[src/assert_macros.svh]
// ----------------------------------------------------------------------------
// Assertion macros
// Shared concurrent assertion forms. Every form is clocked on the rising edge
// and held off while the active-low reset is asserted.
// ----------------------------------------------------------------------------
`ifndef ASSERT_MACROS_SVH
`define ASSERT_MACROS_SVH

`ifndef ASSERT_OFF

// The consequent must hold in the same cycle as the antecedent.
`define ASSERT_IMPLIES(label, clk, rst_n, ante, cons, msg) \
  label: assert property (@(posedge clk) disable iff (!rst_n) (ante) |-> (cons)) \
    else $error(msg);

// The consequent must hold in the cycle after the antecedent.
`define ASSERT_NEXT(label, clk, rst_n, ante, cons, msg) \
  label: assert property (@(posedge clk) disable iff (!rst_n) (ante) |=> (cons)) \
    else $error(msg);

// The expression must hold on every clock edge.
`define ASSERT_ALWAYS(label, clk, rst_n, expr, msg) \
  label: assert property (@(posedge clk) disable iff (!rst_n) (expr)) \
    else $error(msg);

`else

`define ASSERT_IMPLIES(label, clk, rst_n, ante, cons, msg)
`define ASSERT_NEXT(label, clk, rst_n, ante, cons, msg)
`define ASSERT_ALWAYS(label, clk, rst_n, expr, msg)

`endif

`endif

[src/isingmp_pkg.sv]
// ----------------------------------------------------------------------------
// isingmp_pkg
// Types, constants and the exponential lookup table of the Ising Metropolis
// spin-flip engine.
// ----------------------------------------------------------------------------
`default_nettype none

package isingmp_pkg;

  // Sizes of the spin system and of the fixed-point data.
  localparam int unsigned MAX_SPINS       = 64;
  localparam int unsigned SITE_W          = $clog2(MAX_SPINS);
  localparam int unsigned COEF_BITS       = 16;
  localparam int unsigned CNT_W           = 7;
  localparam logic [CNT_W-1:0] CNT_RESET  = CNT_W'(MAX_SPINS);
  localparam int unsigned CPL_ADDR_W      = 2 * SITE_W;
  // Field plus up to MAX_SPINS - 1 couplings, with one sign bit of headroom.
  localparam int unsigned ACC_W           = COEF_BITS + SITE_W + 1;
  localparam int unsigned DE_W            = 24;

  // Exponential table: entry k is about 65536 * exp(-k/64).
  localparam int unsigned EXP_TABLE_DEPTH = 1024;
  localparam int unsigned EXP_IDX_W       = $clog2(EXP_TABLE_DEPTH);
  localparam int unsigned EXP_VAL_W       = 17;
  localparam logic [63:0] EXP_STEP_MUL    = 64'd4228380000;

  // Configuration port.
  localparam int unsigned CFG_IDX_W       = 1;
  localparam int unsigned CFG_DATA_W      = CNT_W;

  typedef enum logic [CFG_IDX_W-1:0] {
    CFG_SPIN_COUNT = 1'b0,
    CFG_SYSTEMATIC = 1'b1
  } cfg_idx_e;

  typedef enum logic [2:0] {
    OP_LOAD_FIELD    = 3'd0,
    OP_LOAD_COUPLING = 3'd1,
    OP_SET_SPIN      = 3'd2,
    OP_STEP          = 3'd3,
    OP_READ_SPIN     = 3'd4
  } op_e;

  typedef struct packed {
    logic [2:0]               opcode;
    logic [SITE_W-1:0]        site_index;
    logic [SITE_W-1:0]        partner_index;
    logic signed [15:0]       coefficient;
    logic [15:0]              uniform_draw;
  } in_item_t;

  typedef struct packed {
    logic [SITE_W-1:0]        site;
    logic                     spin_up;
    logic                     accepted;
    logic signed [DE_W-1:0]   energy_change;
  } out_item_t;

  typedef enum logic [3:0] {
    ST_IDLE,
    ST_COUPLE2,
    ST_STEP_START,
    ST_STEP_SUM,
    ST_STEP_DRAIN,
    ST_STEP_DE,
    ST_STEP_EXP,
    ST_STEP_DECIDE,
    ST_RESULT
  } state_e;

  // Commands from the controller to the datapath.
  typedef struct packed {
    logic capture;     // an input item is taken this cycle
    logic couple2;     // mirrored coupling write
    logic step_start;  // read the field and clear the accumulator
    logic sum_issue;   // read one coupling of the row
    logic de_calc;     // form the energy change
    logic exp_read;    // look up the exponential table
    logic decide;      // acceptance test and spin write-back
    logic load_out;    // move the result into the output register
  } dp_cmd_t;

  // Status from the datapath to the controller.
  typedef struct packed {
    logic sum_last;    // the last coupling of the row is being read
  } dp_sts_t;

  typedef logic [EXP_VAL_W-1:0] exp_rom_t [EXP_TABLE_DEPTH];

  // Builds the exponential table by repeated fixed-point multiplication.
  function automatic exp_rom_t build_exp_rom();
    exp_rom_t    rom;
    logic [63:0] t;
    t = 64'h1_0000_0000;
    for (int k = 0; k < EXP_TABLE_DEPTH; k++) begin
      rom[k] = EXP_VAL_W'((t + 64'h8000) >> 16);
      t = (t * EXP_STEP_MUL + 64'h8000_0000) >> 32;
    end
    return rom;
  endfunction

  localparam exp_rom_t EXP_ROM = build_exp_rom();

endpackage

`default_nettype wire

[src/isingmp_ctrl.sv]
// ----------------------------------------------------------------------------
// isingmp_ctrl
// Controller of the spin-flip engine: sequences loads, Metropolis steps and
// the hand-over of each result into the output register.
// ----------------------------------------------------------------------------
`default_nettype none

module isingmp_ctrl (
  input  wire logic                 clk_i,
  input  wire logic                 rst_ni,
  input  wire logic                 in_valid_i,
  output logic                      in_stall_o,
  input  wire logic [2:0]           in_opcode_i,
  output logic                      out_valid_o,
  input  wire logic                 out_stall_i,
  output isingmp_pkg::dp_cmd_t      cmd_o,
  input  wire isingmp_pkg::dp_sts_t sts_i
);

  isingmp_pkg::state_e state_q, state_d;
  logic                out_vld_q, out_vld_d;
  logic                out_free;

  // An item is taken only when the engine is idle.
  assign in_stall_o  = (state_q != isingmp_pkg::ST_IDLE);
  assign out_valid_o = out_vld_q;
  assign out_free    = !out_vld_q || !out_stall_i;

  // Next-state logic.
  always_comb begin
    state_d = state_q;
    unique case (state_q)
      isingmp_pkg::ST_IDLE: begin
        if (in_valid_i) begin
          if (in_opcode_i == isingmp_pkg::OP_LOAD_COUPLING) begin
            state_d = isingmp_pkg::ST_COUPLE2;
          end else if (in_opcode_i == isingmp_pkg::OP_STEP) begin
            state_d = isingmp_pkg::ST_STEP_START;
          end else begin
            state_d = isingmp_pkg::ST_RESULT;
          end
        end
      end
      isingmp_pkg::ST_COUPLE2:     state_d = isingmp_pkg::ST_RESULT;
      isingmp_pkg::ST_STEP_START:  state_d = isingmp_pkg::ST_STEP_SUM;
      isingmp_pkg::ST_STEP_SUM: begin
        if (sts_i.sum_last) begin
          state_d = isingmp_pkg::ST_STEP_DRAIN;
        end
      end
      isingmp_pkg::ST_STEP_DRAIN:  state_d = isingmp_pkg::ST_STEP_DE;
      isingmp_pkg::ST_STEP_DE:     state_d = isingmp_pkg::ST_STEP_EXP;
      isingmp_pkg::ST_STEP_EXP:    state_d = isingmp_pkg::ST_STEP_DECIDE;
      isingmp_pkg::ST_STEP_DECIDE: state_d = isingmp_pkg::ST_RESULT;
      isingmp_pkg::ST_RESULT: begin
        if (out_free) begin
          state_d = isingmp_pkg::ST_IDLE;
        end
      end
      default:                     state_d = isingmp_pkg::ST_IDLE;
    endcase
  end

  // Command outputs, one group per state.
  always_comb begin
    cmd_o = '0;
    unique case (state_q)
      isingmp_pkg::ST_IDLE:        cmd_o.capture    = in_valid_i;
      isingmp_pkg::ST_COUPLE2:     cmd_o.couple2    = 1'b1;
      isingmp_pkg::ST_STEP_START:  cmd_o.step_start = 1'b1;
      isingmp_pkg::ST_STEP_SUM:    cmd_o.sum_issue  = 1'b1;
      isingmp_pkg::ST_STEP_DRAIN:  cmd_o           = '0;
      isingmp_pkg::ST_STEP_DE:     cmd_o.de_calc    = 1'b1;
      isingmp_pkg::ST_STEP_EXP:    cmd_o.exp_read   = 1'b1;
      isingmp_pkg::ST_STEP_DECIDE: cmd_o.decide     = 1'b1;
      isingmp_pkg::ST_RESULT:      cmd_o.load_out   = out_free;
      default:                     cmd_o           = '0;
    endcase
  end

  // The output valid is set on a load and cleared when the item is taken.
  always_comb begin
    out_vld_d = out_vld_q;
    if (cmd_o.load_out) begin
      out_vld_d = 1'b1;
    end else if (out_vld_q && !out_stall_i) begin
      out_vld_d = 1'b0;
    end
  end

  always_ff @(posedge clk_i or negedge rst_ni) begin
    if (!rst_ni) begin
      state_q   <= isingmp_pkg::ST_IDLE;
      out_vld_q <= 1'b0;
    end else begin
      state_q   <= state_d;
      out_vld_q <= out_vld_d;
    end
  end

endmodule

`default_nettype wire

[config.mk]
export PLATFORM = sky130hd
export DESIGN_NAME = isingmp_ctrl
export DESIGN_NICKNAME = d
export VERILOG_FILES = /design/src/assert_macros.svh /design/src/isingmp_pkg.sv /design/src/isingmp_ctrl.sv
export SDC_FILE = /design/constraint.sdc
export NUM_CORES = 1
export LEC_CHECK = 0
export ABC_AREA = 1
export BUFFER_PORTS_ARGS = -buffer_cell sky130_fd_sc_hd__buf_2
export CAP_MARGIN = 20
export CORE_AREA = 2 2 39 41
export CTS_CLUSTER_SIZE = 20
export DETAILED_ROUTE_END_ITERATION = 10
export DIE_AREA = 0 0 41 43
export PLACE_DENSITY_LB_ADDON = 0.15
export SLEW_MARGIN = 20
export SYNTH_ARGS = -nofsm -noshare
export SYNTH_HDL_FRONTEND = slang
export SYNTH_SLANG_ARGS = --single-unit
[constraint.sdc]
create_clock -name clk_i -period 3.1 [get_ports clk_i]
set_input_delay 0.465 -clock clk_i [delete_from_list [all_inputs] [get_ports clk_i]]
set_output_delay 0.465 -clock clk_i [all_outputs]
set_load 0.02 [all_outputs]
Yosys cells after proc, flatten, opt, wreduce, memory -nomap -nowiden
Index checks and enable logic that the tools add are counted.
{"block": "word_totals", "ff_bits": 5, "latchBits": 0, "ram_bits": 0, "rom_bits": 0, "inputBits": 8, "out_inout_bits": 10, "wordCells": 40, "n_memories": 0}
{"block": "classes", "add_sub_neg": 0, "n_mul": 0, "div_mod_pow": 0, "n_lt_le_gt_ge": 0, "eq_ne": 13, "shift": 0, "n_mux": 16, "bitwise": 0, "n_reduce_logical": 9}
{"operator": "one-hot mux 4 bit (8 select lines)", "count": 1}
{"operator": "2-to-1 mux 4 bit", "count": 5}
{"operator": "== test 4 x 3 -> 1 bit, second input constant", "count": 4}
{"operator": "2-to-1 mux 1 bit", "count": 10}
{"operator": "== test 4 x 2 -> 1 bit, second input constant", "count": 2}
{"operator": "inequality test 2 bit, second input constant", "count": 3}
{"operator": "== test 4 x 1 -> 1 bit, second input constant", "count": 1}
{"operator": "== test 4 bit, second input constant", "count": 1}
{"operator": "logical NOT 4 bit", "count": 1}
{"operator": "nonzero test 4 bit", "count": 1}
{"operator": "== test 3 x 1 -> 1 bit, second input constant", "count": 1}
{"operator": "== test 3 x 2 -> 1 bit, second input constant", "count": 1}
{"operator": "AND reduction 3 bit", "count": 1}
{"operator": "logical NOT 1 bit", "count": 2}
{"operator": "nonzero test 2 bit", "count": 1}
{"operator": "OR reduction 2 bit", "count": 1}
{"operator": "logical AND 1 bit", "count": 1}
{"operator": "logical OR 1 bit", "count": 1}

Depth between registers and ports, before layout
{"block": "depth", "depth_word": 5, "ltp_mapped": 7, "mapped_depth_nobuf": 7}

Worst setup path before layout
Ideal clock, no wire load.
{"block": "synth_path", "kind": "reg-to-output", "start": "register state_q[3]", "end": "output port cmd_o[7] (netlist name)", "arrival_time_ns": 1.061, "t_required_ns": 2.635, "setup_slack_ns": 1.574, "path_stages_with_launch": 4, "cell_sequence": "dfrtp_1 -> nor2_4 -> nand2_2 -> nor2_1"}
{"item": "start, declared", "line": "isingmp_ctrl.sv:20", "source": "isingmp_pkg::state_e state_q, state_d;"}
{"item": "start signal, assigned", "line": "isingmp_ctrl.sv:93", "source": "state_q <= isingmp_pkg::ST_IDLE;"}
{"item": "start signal, assigned", "line": "isingmp_ctrl.sv:96", "source": "state_q <= state_d;"}
{"item": "end, declared", "line": "isingmp_ctrl.sv:16", "source": "output isingmp_pkg::dp_cmd_t cmd_o,"}

==> impl_metrics.csv <==
group,metric,value,unit
sta,final.period_utilization,0.540,
worst_setup_path,critical_path.startpoint_type,"flop",
worst_setup_path,worstRegToRegCells,6,
sta,rsz0062_at_grt,"no",
cells_and_area,layout-drive-gt1-share,0.405,
power,power_density,891,nW/um^2
cts,clock_sinks,5,
place,io_buffers,17,
cts,cts_resized,0,
worst_setup_path,cpMaxStageDelayCell,"dfrtp_1",
worst_setup_path,cp.depth,4,
cts,ctsHoldBuffers,0,
cells_and_area,multiInputGateArea,249,sq um
drt,wire_per_inst,8.51,microns
drt,drt_iter0_drc,4,
yosys,yosysWarnings,0,
worst_setup_path,critPathMaxFanout,7,
cells_and_area,antenna_cells,0,
die,coreArea,1380,sq um
status,status,"finished clean",
global_routing,grt_pass1_vias,380,
worst_setup_path,cp.arrival,1210,ps
worst_setup_path,cpLargestDelayFamily,"flip-flops",
yosys,syn_avg_cell_area,6.74,sq um
place,dpl-instance-area,529,sq um
sta,worst_pin_slew,252,ps
drt,drc,0,
worst_setup_path,cp.required,2630,ps
cells_and_area,fillers,163,
worst_setup_path,crit_chain,"nor2_4 > nand3_1 > inv_1 > buf_2",
drt,vias,430,
yosys,ys_seq_elements,5,
die,start_util,0.312,
power,p_leak,0.358,nW
worst_setup_path,cp-end-kind,"output pin",
cts,cts_buffers,3,
sta,slew_viol_final,0,
cts,clock-root-buffer,"clkbuf_4",
global_routing,grt_usage,0.113,
global_routing,gr-total-overflow,0,
sta,setup_viol,0,
worst_setup_path,worst_path_largest_cell_delay,410,ps
global_routing,antenna_found_initial,0,
die,design.die.area,1760,sq um
die,fp.dieH,43,microns
yosys,synth-seq-area-share,0.290,
cts,insertion_delay,240,ps
cts,cts_max_level,1,
place,gp_congestion,0.728,
die,rows,14,
power,ir_drop,0.514,mV
die,io_pins,18,
cts,cts_buffer_depth,2,
sta,max_freq,597,MHz
worst_setup_path,path_buf_inv,2,
yosys,yosys.cell_types.count,17,
job,max-cap-violations,0,
yosys,yosys-top-cells-area,"dfrtp_1, nand2_1, inv_1",
yosys,syn_area,432,sq um
yosys,syn_nets,72,
yosys,yosys.area.top_type,"dfrtp_1",
cells_and_area,fin_area,556,sq um
worst_hold_path,min_path_type,"primary input to asynchronous set/reset pin",
cells_and_area,area_growth,28.7,%
cts,post_cts_buffers,0,
drt,totalWireLength,851,microns
cts,path_clk_slew,40,ps
sta,hold_violations,0,
sta,relSlewSlack,0.832,
sta,clock_skew,0.739,ps
drt,first_pass_iters,3,
sta,tns,0,ps
drt,antenna_left,0,
cells_and_area,fin_nets,93,
drt,viasPerCell,4.30,
global_routing,grt_pass1_wl,1360,microns
worst_setup_path,path_class,"flop to output pin",
sta,period_minus_slack,1670,ps
cts,cts_tree,"done",
yosys,synth_cells,64,
global_routing,grt_max_degree,8,
cells_and_area,ff_latch_area,125,sq um
place,hpwl,744,microns
yosys,netlist.area_leader.share,0.290,
die,dieWidth,41,microns
-- routing by layer --
layer	global-route usage	up-vias	wire (microns)
met3	0.0471	0	48
met2	0.175	12	399
li1	-	233	-
met1	0.135	185	403
met5	0	-	0
met4	0.0400	0	0
-- layout by cell type, fill, tap and decap left out --
cell type and n:
nand3_2 1, nor3_1 1, inv_1 12, nor2_4 3, clkbuf_4 3, dfrtp_1 5
o21ai_1 1, nand2_2 3, o21ai_2 1, clkbuf_1 1, nor3b_2 1, nand2_1 15
nand3b_1 1, buf_2 17, nor2_2 3, clkinv_2 1, nand2_4 1, nor2_1 7
nand3_1 7
-- power breakdown --
group | internal [mW] | total [mW] | switching (mW)
Combinational | 0.0994 | 0.298 | 0.198
Sequential | 0.0906 | 0.124 | 0.0336
Clock | 0.0485 | 0.0732 | 0.0247
Total | 0.238 | 0.495 | 0.257
-- Yosys cell counts --
cell type  number
nand2_1        15
inv_1          12
nand3_1         7
nor2_1          7
dfrtp_1         5
nand2_2         3
nor2_2          3
nor2_4          3
buf_4           1
clkinv_2        1
nand2_4         1
nand3_2         1
nand3b_1        1
nor3_1          1
nor3b_2         1
o21ai_1         1
o21ai_2         1
-- sequential cells by signal (all words and copies together) (netlist names) --
signal       flops
out_valid_o      1
state_q          4
-- through the flow --
step           instances  setup WS, ps   util  power (mW)  hold slack (ps)
2_1_floorplan         64          1570      -       0.360              169
3_3_place_gp          96          1670  0.382       0.430              282
3_5_place_dp          96          1670  0.382       0.427              282
4_1_cts              100          1410  0.401       0.504             26.8
5_1_grt              100          1330  0.401       0.546             24.2
6_report             100          1430  0.401       0.495             32.6
-- cells by family after synthesis --
kind of cell,after synthesis,share of synthesized area
DFF,5,0.290
and+or+nand+nor,43,0.545
buffers and inverters,14,0.133
AOI/OAI and AO/OA,2,0.0319
-- area by class of cell --
type,count,share of cell area
clock buffers,4,0.0473
repair buffers,17,0.153
flip-flops and latches,5,0.225
inverters,13,0.0901
well taps,16,0.0360
multi-input cells,45,0.448
-- path summary, 6_finish.rpt --
path                                    startpoint                       to  slack (ps)
max                         state_q[3]$_DFFE_PN0P_                 cmd_o[6]        1430
min                                         rst_ni   state_q[3]$_DFFE_PN0P_          30
max reg2reg                 state_q[3]$_DFFE_PN0P_   state_q[1]$_DFFE_PN0P_        1950
min reg2reg                out_valid_o$_DFFE_PN0P_  out_valid_o$_DFFE_PN0P_         490
max in group asynchronous                   rst_ni   state_q[1]$_DFFE_PN0P_        2940
min in group clk_i                     out_stall_i  out_valid_o$_DFFE_PN0P_         450
Note: power is estimated with default switching activity, not from simulation.
